--- src/rtl/core/bfbb_pkg.sv ---
// Package for the BMP foreground bounding box block.
// Holds sizes, header offsets, the parser phase type and the queue word type.
// No dependencies.
`timescale 1ns / 1ps
`default_nettype none

package bfbb_pkg;

    localparam int unsigned MAX_DIM       = 4096;
    localparam int unsigned HEADER_BYTES  = 54;
    localparam int unsigned WIDTH_OFFSET  = 18;
    localparam int unsigned HEIGHT_OFFSET = 22;
    localparam logic [7:0]  TOL_RESET     = 8'd10;

    localparam int unsigned POS_W  = 12;
    localparam int unsigned DIM_W  = 13;
    localparam int unsigned PIX_W  = 24;
    localparam int unsigned HCNT_W = $clog2(HEADER_BYTES + 1);

    localparam int unsigned QDEPTH = 4;
    localparam int unsigned QAW    = $clog2(QDEPTH);
    localparam int unsigned QCW    = $clog2(QDEPTH + 1);

    typedef enum logic [2:0] {
        PH_HEADER = 3'b001,
        PH_PIXELS = 3'b010,
        PH_DONE   = 3'b100
    } t_phase;

    // One queue word: a finished pixel, or a bad-header error.
    typedef struct packed {
        logic [PIX_W-1:0] pix;
        logic [POS_W-1:0] col;
        logic [POS_W-1:0] row;
        logic             first;
        logic             last;
        logic             err;
        logic [DIM_W-1:0] width;
        logic [DIM_W-1:0] height;
    } t_entry;

endpackage

`default_nettype wire

--- src/rtl/core/bfbb_front.sv ---
// Front end: accepts file bytes, parses the header, assembles pixels,
// tracks column, row and row padding. Depends on bfbb_pkg.
`timescale 1ns / 1ps
`default_nettype none

module bfbb_front (
    input  wire logic            i_clk,
    input  wire logic            i_rst_n,
    input  wire logic            i_valid,
    output logic                 o_ready,
    input  wire logic [7:0]      i_data_byte,
    input  wire logic            i_start_of_file,
    input  wire logic            i_full,
    output logic                 o_push,
    output bfbb_pkg::t_entry     o_entry
);

    bfbb_pkg::t_phase               r_phase, n_phase, e_phase;
    logic [bfbb_pkg::HCNT_W-1:0]    r_hcnt, n_hcnt, e_hcnt, k_w, k_h;
    logic [31:0]                    r_w, n_w, e_w;
    logic [31:0]                    r_h, n_h, e_h;
    logic [bfbb_pkg::POS_W-1:0]     r_col, n_col, e_col;
    logic [bfbb_pkg::POS_W-1:0]     r_row, n_row, e_row;
    logic [1:0]                     r_bip, n_bip, e_bip;
    logic [15:0]                    r_part, n_part, e_part;
    logic [1:0]                     r_pad, n_pad, e_pad;
    logic [bfbb_pkg::DIM_W-1:0]     col_inc, row_inc;
    logic                           accept, w_ok, h_ok;

    assign o_ready = !i_full;
    assign accept  = i_valid && o_ready;

    always_comb begin
        e_phase = i_start_of_file ? bfbb_pkg::PH_HEADER : r_phase;
        e_hcnt  = i_start_of_file ? '0 : r_hcnt;
        e_w     = i_start_of_file ? '0 : r_w;
        e_h     = i_start_of_file ? '0 : r_h;
        e_col   = i_start_of_file ? '0 : r_col;
        e_row   = i_start_of_file ? '0 : r_row;
        e_bip   = i_start_of_file ? '0 : r_bip;
        e_part  = i_start_of_file ? '0 : r_part;
        e_pad   = i_start_of_file ? '0 : r_pad;

        n_phase = e_phase;
        n_hcnt  = e_hcnt;
        n_w     = e_w;
        n_h     = e_h;
        n_col   = e_col;
        n_row   = e_row;
        n_bip   = e_bip;
        n_part  = e_part;
        n_pad   = e_pad;

        k_w     = e_hcnt - bfbb_pkg::HCNT_W'(bfbb_pkg::WIDTH_OFFSET);
        k_h     = e_hcnt - bfbb_pkg::HCNT_W'(bfbb_pkg::HEIGHT_OFFSET);
        col_inc = {1'b0, e_col} + 1'b1;
        row_inc = {1'b0, e_row} + 1'b1;
        w_ok    = 1'b0;
        h_ok    = 1'b0;

        o_push        = 1'b0;
        o_entry       = '0;
        o_entry.pix   = {e_part[7:0], e_part[15:8], i_data_byte};
        o_entry.col   = e_col;
        o_entry.row   = e_row;
        o_entry.first = (e_col == '0) && (e_row == '0);
        o_entry.width  = e_w[bfbb_pkg::DIM_W-1:0];
        o_entry.height = e_h[bfbb_pkg::DIM_W-1:0];

        case (e_phase)
            bfbb_pkg::PH_HEADER: begin
                if (e_hcnt >= bfbb_pkg::HCNT_W'(bfbb_pkg::WIDTH_OFFSET) &&
                    e_hcnt <  bfbb_pkg::HCNT_W'(bfbb_pkg::WIDTH_OFFSET + 4)) begin
                    n_w[{k_w[1:0], 3'b000} +: 8] = i_data_byte;
                end else if (e_hcnt >= bfbb_pkg::HCNT_W'(bfbb_pkg::HEIGHT_OFFSET) &&
                    e_hcnt <  bfbb_pkg::HCNT_W'(bfbb_pkg::HEIGHT_OFFSET + 4)) begin
                    n_h[{k_h[1:0], 3'b000} +: 8] = i_data_byte;
                end
                n_hcnt = e_hcnt + 1'b1;
                w_ok = (n_w != '0) && (n_w <= 32'(bfbb_pkg::MAX_DIM));
                h_ok = (n_h != '0) && (n_h <= 32'(bfbb_pkg::MAX_DIM));
                if (n_hcnt >= bfbb_pkg::HCNT_W'(bfbb_pkg::HEADER_BYTES)) begin
                    if (!w_ok || !h_ok) begin
                        o_push      = 1'b1;
                        o_entry     = '0;
                        o_entry.err = 1'b1;
                        n_phase     = bfbb_pkg::PH_DONE;
                    end else begin
                        n_phase = bfbb_pkg::PH_PIXELS;
                    end
                end
            end
            bfbb_pkg::PH_PIXELS: begin
                if (e_pad != '0) begin
                    n_pad = e_pad - 1'b1;
                    if (n_pad == '0) begin
                        n_col = '0;
                        n_row = row_inc[bfbb_pkg::POS_W-1:0];
                    end
                end else if (e_bip < 2'd2) begin
                    n_part[{e_bip[0], 3'b000} +: 8] = i_data_byte;
                    n_bip = e_bip + 1'b1;
                end else begin
                    o_push = 1'b1;
                    n_bip  = '0;
                    n_part = '0;
                    n_col  = col_inc[bfbb_pkg::POS_W-1:0];
                    if (col_inc >= e_w[bfbb_pkg::DIM_W-1:0]) begin
                        // pad bytes per row = width mod 4 for 3-byte pixels
                        if (e_w[1:0] != '0 && row_inc < e_h[bfbb_pkg::DIM_W-1:0]) begin
                            n_pad = e_w[1:0];
                        end else begin
                            n_col = '0;
                            n_row = row_inc[bfbb_pkg::POS_W-1:0];
                            if (row_inc >= e_h[bfbb_pkg::DIM_W-1:0]) begin
                                o_entry.last = 1'b1;
                                n_phase      = bfbb_pkg::PH_DONE;
                            end
                        end
                    end
                end
            end
            bfbb_pkg::PH_DONE: begin
            end
            default: begin
                n_phase = bfbb_pkg::PH_HEADER;
            end
        endcase

        o_push = o_push && accept;
    end

    always_ff @(posedge i_clk) begin
        if (!i_rst_n) begin
            r_phase <= bfbb_pkg::PH_HEADER;
            r_hcnt  <= '0;
            r_w     <= '0;
            r_h     <= '0;
            r_col   <= '0;
            r_row   <= '0;
            r_bip   <= '0;
            r_part  <= '0;
            r_pad   <= '0;
        end else if (accept) begin
            r_phase <= n_phase;
            r_hcnt  <= n_hcnt;
            r_w     <= n_w;
            r_h     <= n_h;
            r_col   <= n_col;
            r_row   <= n_row;
            r_bip   <= n_bip;
            r_part  <= n_part;
            r_pad   <= n_pad;
        end
    end

endmodule

`default_nettype wire

--- src/rtl/core/bfbb_queue.sv ---
// Short first-in first-out queue of pixel words between front and back.
// Depends on bfbb_pkg.
`timescale 1ns / 1ps
`default_nettype none

module bfbb_queue (
    input  wire logic             i_clk,
    input  wire logic             i_rst_n,
    input  wire logic             i_push,
    input  wire bfbb_pkg::t_entry i_entry,
    output logic                  o_full,
    output logic                  o_valid,
    output bfbb_pkg::t_entry      o_entry,
    input  wire logic             i_pop
);

    bfbb_pkg::t_entry            r_mem [bfbb_pkg::QDEPTH];
    logic [bfbb_pkg::QAW-1:0]    r_wr, r_rd;
    logic [bfbb_pkg::QCW-1:0]    r_cnt;

    assign o_full  = (r_cnt == bfbb_pkg::QCW'(bfbb_pkg::QDEPTH));
    assign o_valid = (r_cnt != '0);
    assign o_entry = r_mem[r_rd];

    always_ff @(posedge i_clk) begin
        if (i_push) begin
            r_mem[r_wr] <= i_entry;
        end
    end

    always_ff @(posedge i_clk) begin
        if (!i_rst_n) begin
            r_wr  <= '0;
            r_rd  <= '0;
            r_cnt <= '0;
        end else begin
            if (i_push) begin
                r_wr <= r_wr + 1'b1;
            end
            if (i_pop) begin
                r_rd <= r_rd + 1'b1;
            end
            if (i_push && !i_pop) begin
                r_cnt <= r_cnt + 1'b1;
            end else if (!i_push && i_pop) begin
                r_cnt <= r_cnt - 1'b1;
            end
        end
    end

endmodule

`default_nettype wire

--- src/rtl/core/bfbb_back.sv ---
// Back end: background test against tolerance, bounding box update and
// the result output register. Depends on bfbb_pkg.
`timescale 1ns / 1ps
`default_nettype none

module bfbb_back (
    input  wire logic                          i_clk,
    input  wire logic                          i_rst_n,
    input  wire logic                          i_tolerance_we,
    input  wire logic [7:0]                    i_tolerance,
    input  wire logic                          i_q_valid,
    input  wire bfbb_pkg::t_entry              i_q_entry,
    output logic                               o_pop,
    output logic                               o_valid,
    input  wire logic                          i_ready,
    output logic                               o_status,
    output logic                               o_found,
    output logic [bfbb_pkg::POS_W-1:0]         o_x_min,
    output logic [bfbb_pkg::POS_W-1:0]         o_x_max,
    output logic [bfbb_pkg::POS_W-1:0]         o_y_min,
    output logic [bfbb_pkg::POS_W-1:0]         o_y_max,
    output logic [bfbb_pkg::DIM_W-1:0]         o_image_width,
    output logic [bfbb_pkg::DIM_W-1:0]         o_image_height,
    output logic [bfbb_pkg::PIX_W-1:0]         o_background_color
);

    logic [7:0]                  r_tol;
    logic [bfbb_pkg::PIX_W-1:0]  r_bg, n_bg;
    logic [bfbb_pkg::POS_W-1:0]  r_xmin, r_xmax, r_ymin, r_ymax;
    logic [bfbb_pkg::POS_W-1:0]  n_xmin, n_xmax, n_ymin, n_ymax;
    logic                        r_seen, n_seen;
    logic                        r_ovalid;
    logic                        is_bg, produce;
    logic [7:0]                  a, b, d;
    bfbb_pkg::t_entry            q;

    assign q       = i_q_entry;
    assign produce = q.last || q.err;
    assign o_pop   = i_q_valid && (!produce || !r_ovalid || i_ready);
    assign o_valid = r_ovalid;

    always_comb begin
        n_bg   = q.first ? q.pix : r_bg;
        n_xmin = q.first ? '1 : r_xmin;
        n_xmax = q.first ? '0 : r_xmax;
        n_ymin = q.first ? '1 : r_ymin;
        n_ymax = q.first ? '0 : r_ymax;
        n_seen = q.first ? 1'b0 : r_seen;
        is_bg  = 1'b1;
        a = '0;
        b = '0;
        d = '0;
        for (int s = 0; s < 3; s++) begin
            a = q.pix[8*s +: 8];
            b = n_bg[8*s +: 8];
            d = (a > b) ? a - b : b - a;
            if (d > r_tol) begin
                is_bg = 1'b0;
            end
        end
        if (!is_bg) begin
            if (q.col < n_xmin) n_xmin = q.col;
            if (q.col > n_xmax) n_xmax = q.col;
            if (q.row < n_ymin) n_ymin = q.row;
            if (q.row > n_ymax) n_ymax = q.row;
            n_seen = 1'b1;
        end
    end

    always_ff @(posedge i_clk) begin
        if (!i_rst_n) begin
            r_tol <= bfbb_pkg::TOL_RESET;
        end else if (i_tolerance_we) begin
            r_tol <= i_tolerance;
        end
    end

    always_ff @(posedge i_clk) begin
        if (!i_rst_n) begin
            r_bg   <= '0;
            r_xmin <= '1;
            r_xmax <= '0;
            r_ymin <= '1;
            r_ymax <= '0;
            r_seen <= 1'b0;
        end else if (o_pop && !q.err) begin
            r_bg   <= n_bg;
            r_xmin <= n_xmin;
            r_xmax <= n_xmax;
            r_ymin <= n_ymin;
            r_ymax <= n_ymax;
            r_seen <= n_seen;
        end
    end

    always_ff @(posedge i_clk) begin
        if (!i_rst_n) begin
            r_ovalid <= 1'b0;
        end else if (o_pop && produce) begin
            r_ovalid <= 1'b1;
        end else if (i_ready) begin
            r_ovalid <= 1'b0;
        end
    end

    always_ff @(posedge i_clk) begin
        if (o_pop && produce) begin
            if (q.err) begin
                o_status           <= 1'b1;
                o_found            <= 1'b0;
                o_x_min            <= '0;
                o_x_max            <= '0;
                o_y_min            <= '0;
                o_y_max            <= '0;
                o_image_width      <= '0;
                o_image_height     <= '0;
                o_background_color <= '0;
            end else begin
                o_status           <= 1'b0;
                o_found            <= n_seen;
                o_x_min            <= n_seen ? n_xmin : '0;
                o_x_max            <= n_seen ? n_xmax : '0;
                o_y_min            <= n_seen ? n_ymin : '0;
                o_y_max            <= n_seen ? n_ymax : '0;
                o_image_width      <= q.width;
                o_image_height     <= q.height;
                o_background_color <= n_bg;
            end
        end
    end

endmodule

`default_nettype wire

--- src/rtl/core/bmp_foreground_bounding_box.sv ---
// The result word for the last pixel byte (or the last header byte of a bad
// header) is written to the queue, then to the back end's output register.
// Throughput: one input byte per cycle while the queue is not full; the 4-word queue absorbs output stalls.
// Reset (synchronous, active low) clears the parser, queue and box, and sets
// tolerance to 10. A start_of_file byte restarts the parse; tolerance is kept.
// Top level: bfbb_front -> bfbb_queue -> bfbb_back. Depends on bfbb_pkg.
`timescale 1ns / 1ps
`default_nettype none

module bmp_foreground_bounding_box (
    input  wire logic                          i_clk,
    input  wire logic                          i_rst_n,
    input  wire logic                          i_tolerance_we,
    input  wire logic [7:0]                    i_tolerance,
    input  wire logic                          i_valid,
    output logic                               o_ready,
    input  wire logic [7:0]                    i_data_byte,
    input  wire logic                          i_start_of_file,
    output logic                               o_valid,
    input  wire logic                          i_ready,
    output logic                               o_status,
    output logic                               o_found,
    output logic [bfbb_pkg::POS_W-1:0]         o_x_min,
    output logic [bfbb_pkg::POS_W-1:0]         o_x_max,
    output logic [bfbb_pkg::POS_W-1:0]         o_y_min,
    output logic [bfbb_pkg::POS_W-1:0]         o_y_max,
    output logic [bfbb_pkg::DIM_W-1:0]         o_image_width,
    output logic [bfbb_pkg::DIM_W-1:0]         o_image_height,
    output logic [bfbb_pkg::PIX_W-1:0]         o_background_color
);

    logic             push, full, q_valid, pop;
    bfbb_pkg::t_entry push_entry, q_entry;

    bfbb_front u_front (
        .i_clk           (i_clk),
        .i_rst_n         (i_rst_n),
        .i_valid         (i_valid),
        .o_ready         (o_ready),
        .i_data_byte     (i_data_byte),
        .i_start_of_file (i_start_of_file),
        .i_full          (full),
        .o_push          (push),
        .o_entry         (push_entry)
    );

    bfbb_queue u_queue (
        .i_clk   (i_clk),
        .i_rst_n (i_rst_n),
        .i_push  (push),
        .i_entry (push_entry),
        .o_full  (full),
        .o_valid (q_valid),
        .o_entry (q_entry),
        .i_pop   (pop)
    );

    bfbb_back u_back (
        .i_clk              (i_clk),
        .i_rst_n            (i_rst_n),
        .i_tolerance_we     (i_tolerance_we),
        .i_tolerance        (i_tolerance),
        .i_q_valid          (q_valid),
        .i_q_entry          (q_entry),
        .o_pop              (pop),
        .o_valid            (o_valid),
        .i_ready            (i_ready),
        .o_status           (o_status),
        .o_found            (o_found),
        .o_x_min            (o_x_min),
        .o_x_max            (o_x_max),
        .o_y_min            (o_y_min),
        .o_y_max            (o_y_max),
        .o_image_width      (o_image_width),
        .o_image_height     (o_image_height),
        .o_background_color (o_background_color)
    );

endmodule

`default_nettype wire

--- config.mk ---
export PLATFORM = sky130hd
export DESIGN_NAME = bmp_foreground_bounding_box
export DESIGN_NICKNAME = d
export VERILOG_FILES = /design/src/rtl/core/bfbb_pkg.sv /design/src/rtl/core/bfbb_front.sv /design/src/rtl/core/bfbb_queue.sv /design/src/rtl/core/bfbb_back.sv /design/src/rtl/core/bmp_foreground_bounding_box.sv
export SDC_FILE = /design/constraint.sdc
export NUM_CORES = 1
export LEC_CHECK = 0
export ABC_AREA = 0
export BUFFER_PORTS_ARGS = -buffer_cell sky130_fd_sc_hd__buf_2
export CAP_MARGIN = 20
export CELL_PAD_IN_SITES_DETAIL_PLACEMENT = 0
export CELL_PAD_IN_SITES_GLOBAL_PLACEMENT = 1
export CORE_MARGIN = 2
export CORE_UTILIZATION = 57
export CTS_BUF_LIST = sky130_fd_sc_hd__clkbuf_4
export DETAILED_ROUTE_END_ITERATION = 8
export GPL_TIMING_DRIVEN = 0
export PLACE_DENSITY_LB_ADDON = 0.08
export SYNTH_ARGS = -nofsm -noshare
export SYNTH_HDL_FRONTEND = slang
export SYNTH_HIERARCHICAL = 1
export SYNTH_SLANG_ARGS = --single-unit
--- constraint.sdc ---
create_clock -name i_clk -period 20.9 [get_ports i_clk]
set_input_delay 1.045 -clock i_clk [delete_from_list [all_inputs] [get_ports i_clk]]
set_output_delay 1.045 -clock i_clk [all_outputs]
set_load 0.02 [all_outputs]
==> out/qor.txt, run 1 <==
first-pass GRT wire length - 126000 um
Detailed Routing Iterations Pass 1 - 6
Max clock buf depth - 3
GP Congestion - 0.944
die area - 55900 sq um
Routed Antenna Nets - 0
Post-CTS Resized - 0
Slew Limit Fails - 0
vias in the first global route - 22100
cell area after synthesis - 30800 sq um
DP Area - 32500 sq um
number of flops mapped to enable cells by yosys - 408
CTS tree - done
Post-CTS Setup Inserts - 0
Distinct cells, synth - 91
FMAX - 0.121 GHz
max cap viols - 0
clock sink count - 616
Lkg Pwr - 12.9 nW
Tot GR Track Use - 29.4%
Core Area - 53600 sq um
cell area after layout - 34700 sq um
leading cell types in the layout, fill and taps excluded - edfxtp_1 (408), clkbuf_4 (248), nor2_1 (237)
CP required - 21.83 ns
status - finished, final reports clean
Final Hold Fails - 0
TritonCTS Buffers - 160
Arr. time, crit path - 9.21 ns
Most used DFF post-synth - edfxtp_1
Mapped Cells - 2602
worst hold margin - 0.264 ns
layout cells sized above 1 - 19.8%
YS warnings - 6
total number of vias - 22300
Total Power - 2.44 mW
# setup viols final - 0
Die Y - 236 um
PortBufs - 120
Final #Nets - 3078
FFs w/ async S/R, synth - 0%
Final HPWL DP - 59300 um
Boundary Pins - 124
clk_lat worst skew - 1.01 ns
H-Tree Depth - 4
largest net degree at the start of global routing - 49
Slew HR - 25.7%
post-synthesis sequential area ratio - 53.3%
Worst IR Drop VDD - 0.0744 mV
Worst-path clk slew - 0.06 ns
vias per inst - 5.99
starting DRC count in detailed routing - 1915
CP max FO - 10
Initial Util - 57.5%
min-delay worst type - input pin to flop
minimum clock period - 8.27 ns
P per Cell Area - 70.4 nW/um^2
final wirelength - 81300 um
CTS root buf - clkbuf_4
syn_area_per_cell - 11.8 sq um
#FFs+latches synth - 616
setup_tns - 0 ns
Worst Skew - 0.0735 ns
total gr overflow - 0
DRC - 0
initial antenna violation count - 2
DR WL/cell - 21.8 um
CTS Hold Buffers Added - 0
Worst-Margin Slew - 1.11 ns
period utilisation layout - 39.6%
Synthesized Nets - 2788
Die Span X - 236 um
most common cell after layout, fill and taps aside - edfxtp_1
crit path kind - input pin to flop
Worst setup SP type - input pin
RSZ-0062 raised after global routing - false
FP Rows - 85
fin util - 64.7%
synthesis-to-layout area growth - 12.6%
CP Capture Type - flop
where the power goes:
part | total (mW) | internal [mW] | switching (mW)
clock network | 1.09 | 0.576 | 0.510
logic | 0.0668 | 0.0181 | 0.0488
registers | 1.29 | 1.29 | 0.00144
final timing paths:
check	end	depth (start not counted)	slack [ns]	start
min reg2reg	u_front/r_h[13]$_SDFFE_PN0P_	2	0.45	u_front/r_h[13]$_SDFFE_PN0P_
min	u_back/r_tol[3]$_SDFFE_PN1P_	3	0.26	i_tolerance[3]
max	u_queue/r_cnt[2]$_SDFFE_PN0P_	24	12.63	i_start_of_file
max reg2reg	u_back/o_y_max[9]$_SDFFCE_PP0P_	28	13.26	flop
worst max-delay path, stage by stage:
cell	delay, ns
buf_2	0.15
inv_1	0.24
clkbuf_1	0.53
clkbuf_1	0.54
buf_1	0.68
clkbuf_1	0.55
buf_1	0.50
nand2_1	0.22
ha_1	0.46
nor4bb_1	0.83
nand3_1	0.33
nor3_1	0.23
nor2_1	0.08
o2111ai_1	0.11
nor4_2	0.14
a21oi_2	0.37
buf_2	0.47
o21a_1	0.39
ha_1	0.24
inv_1	0.06
fa_1	0.37
xor2_1	0.17
or3_1	0.30
a21boi_0	0.15
state kept, by name, summed over array words and instances (netlist names), 13 cells and up, named ones only:
signal and flops:
u_queue/r_mem 308, u_front/r_h 32, u_front/r_part 16, u_back/o_background_color 24, u_back/o_image_height 13, u_back/o_image_width 13, u_front/r_w 32, u_back/r_bg 24
area by class of cell:
class                   instances  area (sq um)
clock inverters                51           343
multi-input cells            1747         13300
fillers                      4253         18900
inverters                      88           330
flip-flops and latches        616         16400
repair buffers                128           786
plain buffers                 151           779
clock buffers                 248          1860
well taps                     696           871
diodes                          4          10.0
per-layer routing:
layer | GRT usage, % | vias up | part of all wire, %
li1 | - | 10400 | -
met1 | 39.0 | 11000 | 43
met2 | 48.4 | 828 | 48
met3 | 5.13 | 159 | 5.9
met4 | 11.9 | 0 | 3.2
met5 | 0 | - | 0
synth_stat cells (7+ instances only):
cell	instances	share of area [%]
a21o_1	33	0.80
and2_1	18	0.37
o21ai_0	45	0.73
o2bb2ai_1	24	0.68
ha_1	157	6.4
nand4_1	29	0.59
a31oi_1	37	0.75
xor2_1	25	0.71
edfxtp_1	408	40
o21bai_1	9	0.22
or4_1	7	0.17
dfxtp_1	208	14
buf_6	8	0.29
o211a_1	25	0.81
inv_1	87	1.1
xnor2_1	24	0.68
nor3_1	38	0.62
nand2_1	210	2.6
a22oi_1	89	2.2
and3_1	8	0.16
mux2i_1	98	3.2
nor2b_1	142	2.9
clkbuf_1	91	1.1
mux4_2	77	5.6
or3_1	32	0.65
nor3b_2	24	0.98
nor4_1	16	0.33
o21ai_1	10	0.16
nor3b_1	9	0.22
buf_1	8	0.098
fa_1	7	0.45
a21boi_0	9	0.22
nor2_1	238	2.9
buf_4	9	0.22
buf_2	29	0.47
a21oi_1	87	1.4
o211ai_1	12	0.29
nand3_1	62	1.0
nand2b_1	31	0.63
stage by stage:
| step | instances | setup WS, ns |
|---|---|---|
| 3_5_place_dp | 3426 | 11.83 |
| 4_1_cts | 3725 | 12.92 |
| 5_1_grt | 3729 | 12.33 |
| 3_3_place_gp | 3418 | 9.47 |
| 2_1_floorplan | 2602 | 13.41 |
| 6_report | 3729 | 12.63 |
kinds of logic after synthesis:
| family | count (synthesis) | share of synthesized area, % |
|---|---|---|
| XOR/XNOR | 49 | 1.39 |
| buffers and inverters | 239 | 3.60 |
| AND/OR/NAND/NOR | 900 | 15.4 |
| adder cells (fa/ha/maj) | 164 | 6.83 |
| AO/OA/AOI/OAI | 453 | 10.5 |
| flip-flops | 616 | 53.3 |
| multiplexers | 181 | 9.04 |
Note: power is estimated with default switching activity, not from simulation.
==> run 2, diff against run 1 <==
CORE_UTILIZATION = 48   (was 57)
clock period = 7.5 ns   (was 20.9 ns; I/O delays follow)
==> run 2 against run 1 <==
Compared with the run above: via count barely moved; setup slack got worse by 12 ns; first-iteration DRC count fell by 16%; clock-buffer cell count fell by 3; global-route usage fell by 3.3 points; sequential power rose to 2.8 times the previous value; final area rose by 1.5%; non-clock buffer count rose by 30; sequential share of layout area fell by 0.68 points; hold slack got worse by 0.15 ns; wire length rose by 5.4%; register-to-register slack got worse by 13 ns; critical endpoint unchanged.
==> out/qor.txt, run 2 (synthesis results as in run 1) <==
status - finished, final reports clean (unchanged)
Final HPWL DP - 62500 um (was 59300 um)
CTS root buf - clkbuf_4 (unchanged)
CP max FO - 10 (unchanged)
number of flip-flops in the largest register - 308 (unchanged)
most common cell after layout, fill and taps aside - edfxtp_1 (unchanged)
first-pass GRT wire length - 132000 um (was 126000 um)
Reg2Reg Depth - 23 (was 28)
RSZ-0062 raised after global routing - false (unchanged)
CP Capture Type - flop (unchanged)
largest net degree at the start of global routing - 54 (was 49)
Int Power - 5.22 mW (was 1.88 mW)
minimum clock period - 7.13 ns
min-delay worst type - input pin to flop (unchanged)
Final #Nets - 3115 (was 3078)
Routed Antenna Nets - 0 (unchanged)
Worst-Margin Slew - 1.10 ns (was 1.11 ns)
total number of vias - 22300 (about the same)
setup_tns - 0 ns (unchanged)
Die Span X - 257 um (was 236 um)
Arr. time, crit path - 8.03 ns (was 9.21 ns)
crit path kind - input pin to flop (unchanged)
vias in the first global route - 22500 (was 22100)
layout cells sized above 1 - 19.6% (was 19.8%)
Detailed Routing Iterations Pass 1 - 7 (was 6)
Total Power - 6.82 mW (was 2.44 mW)
DR WL/cell - 21.9 um (was 21.8 um)
CP required - 8.41 ns (was 21.83 ns)
Slew HR - 25.7% (about the same)
starting DRC count in detailed routing - 1609 (was 1915)
TritonCTS Buffers - 167 (was 160)
DP Area - 32700 sq um (was 32500 sq um)
Final Hold Fails - 0 (unchanged)
P_sw - 1.60 mW (was 0.560 mW)
DRC - 0 (unchanged)
Gate power share - 3.3% (was 2.7%)
period utilisation layout - 95.0%
# setup viols final - 0 (unchanged)
Worst-path clk slew - 0.06 ns (about the same)
CTS tree - done (unchanged)
vias per inst - 5.69 (was 5.99)
initial antenna violation count - 2 (unchanged)
Max clock buf depth - 3 (unchanged)
FMAX - 0.140 GHz
PortBufs - 120 (unchanged)
P per Cell Area - 194 nW/um^2 (was 70.4 nW/um^2)
Clock power frac - 44.1% (was 44.5%)
H-Tree Depth - 4 (unchanged)
Post-CTS Setup Inserts - 0 (unchanged)
cell area after layout - 35200 sq um (was 34700 sq um)
Worst setup SP type - input pin (unchanged)
Initial Util - 48.6% (was 57.5%)
Die Y - 257 um (was 236 um)
clk_lat worst skew - 1.00 ns (was 1.01 ns)
worst hold stages - 6 (was 3)
GP Congestion - 0.925 (was 0.944)
# fillers - 5596 (was 4253)
clock sink count - 616 (unchanged)
Top reg by flops - u_queue/r_mem (unchanged)
Place WS - -1.26 ns (was 11.83 ns)
Worst Skew - 0.0570 ns (was 0.0735 ns)
Lkg Pwr - 12.9 nW (about the same)
Core Area - 63300 sq um (was 53600 sq um)
die area - 66200 sq um (was 55900 sq um)
Boundary Pins - 124 (unchanged)
Net Sw Frac - 23.5% (was 22.9%)
Slew Limit Fails - 0 (unchanged)
max cap viols - 0 (unchanged)
synthesis-to-layout area growth - 14.3% (was 12.6%)
leading cell types in the layout, fill and taps excluded - edfxtp_1 (408), clkbuf_4 (245), nor2_1 (237) (was edfxtp_1 (408), clkbuf_4 (248), nor2_1 (237))
Worst IR Drop VDD - 0.132 mV (was 0.0744 mV)
total gr overflow - 0 (unchanged)
fin worst setup slack - 0.374 ns (was 12.63 ns)
Sequential Power Share - 52.6% (was 52.7%)
FP Rows - 92 (was 85)
biggest regs - u_queue/r_mem (308), u_front/r_h (32), u_front/r_w (32) (unchanged)
final wirelength - 85800 um (was 81300 um)
Tot GR Track Use - 26.1% (was 29.4%)
-- run 2: changes by cell type in the layout (fill, tap and decap cells not counted), moves of 2 or more --
cell	previous run	this run
clkbuf_4	248	245
clkbuf_2	1	4
clkinv_4	1	3
clkinv_1	30	44
dlygate4sd3_1	0	32
buf_1	8	6
inv_6	3	7
clkbuf_1	91	87
inv_8	5	0
-- run 2: worst paths after layout --
| check | to | start | slack [ns] |
|---|---|---|---|
| max | u_queue/r_cnt[2]$_SDFFE_PN0P_ | i_start_of_file | 0.37 |
| max reg2reg | u_back/o_x_min[10]$_SDFFCE_PP0P_ | flop | 0.72 |
| min reg2reg | u_front/r_h[13]$_SDFFE_PN0P_ | u_front/r_h[13]$_SDFFE_PN0P_ | 0.46 |
| min | u_front/r_w[12]$_SDFFE_PN0P_ | i_start_of_file | 0.11 |
-- run 2: per-layer routing --
| layer | vias to the layer above | routed length, um | global-route usage (%) |
|---|---|---|---|
| met5 | - | 0 | 0 |
| met4 | 0 | 2410 | 9.60 |
| met3 | 151 | 4730 | 5.01 |
| met2 | 696 | 41000 | 42.6 |
| met1 | 11000 | 37600 | 34.6 |
| li1 | 10500 | - | - |
-- run 2: critical path, cell delays in order --
cell and delay, ns:
buf_2 0.15, inv_1 0.21, clkbuf_1 0.55, clkbuf_2 0.43
buf_2 0.41, clkbuf_2 0.37, buf_1 0.47, nand2_1 0.21
ha_1 0.41, nor4b_2 0.57, nand2_1 0.10, dlygate4sd3_1 0.58
mux2i_1 0.29, xnor2_1 0.20, nor4_2 0.13, a21oi_2 0.34
buf_2 0.44, o21a_1 0.43, ha_1 0.26, inv_1 0.06
fa_1 0.38, xor2_1 0.18, or3_1 0.30, a21boi_0 0.15
-- run 2: power groups by stage --
stage                     registers, mW  clock network [mW]  logic, mW
after floorplan                    3.66                   0      0.126
after global placement             3.66                   0      0.203
after detailed placement           3.66                   0      0.206
after CTS                          3.59                3.12      0.220
after global routing               3.59                3.30      0.240
final                              3.59                3.01      0.224
-- run 2: layout make-up --
class / instances / area [sq um] / share of cell area (%)
flip-flops and latches: 616 / 16400 / 46.6
multi-input cells: 1747 / 13300 / 37.8
clock buffers: 245 / 1840 / 5.23
repair buffers: 160 / 1110 / 3.14
well taps: 846 / 1060 / 3.01
plain buffers: 149 / 777 / 2.21
clock inverters: 65 / 360 / 1.02
inverters: 88 / 330 / 0.939
diodes: 4 / 10.0 / 0.0284
-- run 2: timing repair --
action | CTS | global route
hold endpoints to repair | 37 | 0
resized for setup | 2 | 5
setup endpoints to repair | 243 | 237
hold buffers | 32 | 0
-- run 2: through the flow --
step,hold slack (ns),std cells,utilization (%)
6_report,0.115,3920,55.6
4_1_cts,0.00424,3917,55.6
2_1_floorplan,0.427,2602,-
3_5_place_dp,0.444,3576,51.6
5_1_grt,0.106,3918,55.6
3_3_place_gp,0.436,3568,51.3
==> run 3, diff against run 2 <==
CORE_UTILIZATION = 53   (was 48)
clock period = 7.47 ns   (was 7.5 ns; I/O delays follow)
==> run 3 against run 2 <==
Compared with the run above: register-to-register slack got worse by 0.07 ns; critical path depth is the same; flip-flop and latch count is the same; wire length decreased by 1.5%; utilization grew 5.2 points; via count is 0.23% higher; setup slack better by 0.015 ns; non-clock buffer count is the same.
==> out/qor.txt, run 3 (synthesis results as in run 1) <==
status - finished, final reports clean (unchanged)
max cap viols - 0 (unchanged)
Final Hold Fails - 0 (unchanged)
final non-filler cell total - 3824 (was 3920)
Total Power - 6.81 mW (was 6.82 mW)
Worst IR Drop VDD - 0.189 mV (was 0.132 mV)
layout cells sized above 1 - 19.4% (was 19.6%)
minimum clock period - 7.08 ns
Slew HR - 28.9% (was 25.7%)
RSZ-0062 raised after global routing - false (unchanged)
# setup viols final - 0 (unchanged)
biggest regs - u_queue/r_mem (308), u_front/r_h (32), u_front/r_w (32) (unchanged)
CP Launch Point - i_start_of_file (unchanged)
starting DRC count in detailed routing - 1969 (was 1609)
Final #Nets - 3108 (was 3115)
clk_lat worst skew - 1.01 ns (was 1.00 ns)
synthesis-to-layout area growth - 13.7% (was 14.3%)
die area - 60100 sq um (was 66200 sq um)
total number of vias - 22400 (was 22300)
Final HPWL DP - 60600 um (was 62500 um)
clock sink count - 616 (unchanged)
Detailed Routing Iterations Pass 1 - 5 (was 7)
leading cell types in the layout, fill and taps excluded - edfxtp_1 (408), clkbuf_4 (241), nor2_1 (237) (was edfxtp_1 (408), clkbuf_4 (245), nor2_1 (237))
DP Area - 32600 sq um (was 32700 sq um)
Worst Skew - 0.0750 ns (was 0.0570 ns)
CTS root buf - clkbuf_4 (unchanged)
total gr overflow - 0 (unchanged)
fin util - 60.8% (was 55.6%)
PortBufs - 120 (unchanged)
most common cell after layout, fill and taps aside - edfxtp_1 (unchanged)
cell area after layout - 35000 sq um (was 35200 sq um)
Initial Util - 53.5% (was 48.6%)
DR WL/cell - 22.1 um (was 21.9 um)
hold path start - i_start_of_file (unchanged)
FP Rows - 88 (was 92)
CP max FO - 19 (was 10)
Boundary Pins - 124 (unchanged)
Worst setup SP type - input pin (unchanged)
first-pass GRT wire length - 130000 um (was 132000 um)
min-delay worst type - input pin to flop (unchanged)
setup_tns - 0 ns (unchanged)
Arr. time, crit path - 7.97 ns (was 8.03 ns)
Post-CTS Setup Inserts - 0 (unchanged)
Worst-Margin Slew - 1.06 ns (was 1.10 ns)
cell total after placement - 3495 (was 3576)
Lkg Pwr - 12.9 nW (about the same)
CP Capture Type - flop (unchanged)
crit path kind - input pin to flop (unchanged)
Max clock buf depth - 3 (unchanged)
final wirelength - 84400 um (was 85800 um)
GP Congestion - 0.929 (was 0.925)
period utilisation layout - 94.8%
Routed Antenna Nets - 0 (unchanged)
CP required - 8.36 ns (was 8.41 ns)
vias per inst - 5.85 (was 5.69)
Top reg by flops - u_queue/r_mem (unchanged)
H-Tree Depth - 4 (unchanged)
FMAX - 0.141 GHz
CTS tree - done (unchanged)
Tot GR Track Use - 28.5% (was 26.1%)
TritonCTS Buffers - 160 (was 167)
Die Y - 245 um (was 257 um)
Worst-path clk slew - 0.07 ns (was 0.06 ns)
fin worst setup slack - 0.389 ns (was 0.374 ns)
vias in the first global route - 22500 (about the same)
P per Cell Area - 195 nW/um^2 (was 194 nW/um^2)
Core Area - 57600 sq um (was 63300 sq um)
DRC - 0 (unchanged)
worst hold margin - 0.202 ns (was 0.115 ns)
largest net degree at the start of global routing - 57 (was 54)
initial antenna violation count - 3 (was 2)
number of flip-flops in the largest register - 308 (unchanged)
Slew Limit Fails - 0 (unchanged)
Place WS - -1.47 ns (was -1.26 ns)
Die Span X - 245 um (was 257 um)
==> run 3: cell types whose count changed in the layout (fill, tap and decap cells not counted), moves of 2 or more <==
cell      change
clkbuf_2      -2
diode_2       -3
clkbuf_4      -4
clkinv_8      -2
clkinv_4      -2
inv_8         +2
clkinv_1      -6
==> run 3: metal layers <==
layer / vias up / wire length, um / GRT usage (%)
met2: 750 / 40500 / 46.6
met5: - / 0 / 0
met1: 11000 / 36700 / 37.6
met3: 165 / 4400 / 4.84
met4: 0 / 2860 / 12.1
li1: 10400 / - / -
==> run 3: power breakdown <==
group	switching [mW]	internal, mW	leakage (nW)
registers	0.00397	3.60	5.19
clock network	1.42	1.57	1.26
logic	0.154	0.0703	6.43
total	1.58	5.24	12.9
==> run 3: area by class of cell <==
cell class / count / area [sq um]
Buffer: 148 / 771
Fill cell: 4719 / 22600
Antenna cell: 1 / 2.50
Clock buffer: 241 / 1810
Clock inverter: 57 / 334
Tap cell: 765 / 957
Timing Repair Buffer: 161 / 1120
Multi-Input combinational cell: 1747 / 13300
Sequential cell: 616 / 16400
Inverter: 88 / 330
==> run 3: final timing paths <==
path / end / slack [ns] / depth (start not counted)
max reg2reg: u_back/o_x_min[10]$_SDFFCE_PP0P_ / 0.65 / 26
min: u_front/r_h[18]$_SDFFE_PN0P_ / 0.20 / 6
max: u_queue/r_cnt[2]$_SDFFE_PN0P_ / 0.39 / 24
min reg2reg: u_front/r_h[13]$_SDFFE_PN0P_ / 0.45 / 2
==> run 3: what timing repair did <==
| item | CTS | global route |
|---|---|---|
| setup endpoints to repair | 213 | 302 |
| gates resized for setup | 3 | 0 |
| pin swaps | 0 | 0 |
| endpoints found under the hold margin | 44 | 0 |
| hold buffers | 33 | 0 |
==> run 3: critical path, cell delays in order <==
cell and delay [ns]:
buf_2 0.13, inv_1 0.30, clkbuf_2 0.40, clkbuf_1 0.53, buf_2 0.56, buf_1 0.49
nand2_1 0.26, ha_1 0.43, nor4b_2 0.59, nand2_1 0.10, dlygate4sd3_1 0.57, mux2i_1 0.22
nor4_1 0.12, o2111ai_1 0.13, nor4_2 0.13, a21oi_2 0.34, buf_2 0.44, o21a_1 0.42
ha_1 0.25, inv_1 0.06, fa_1 0.38, xor2_1 0.18, or3_1 0.32, a21boi_0 0.18
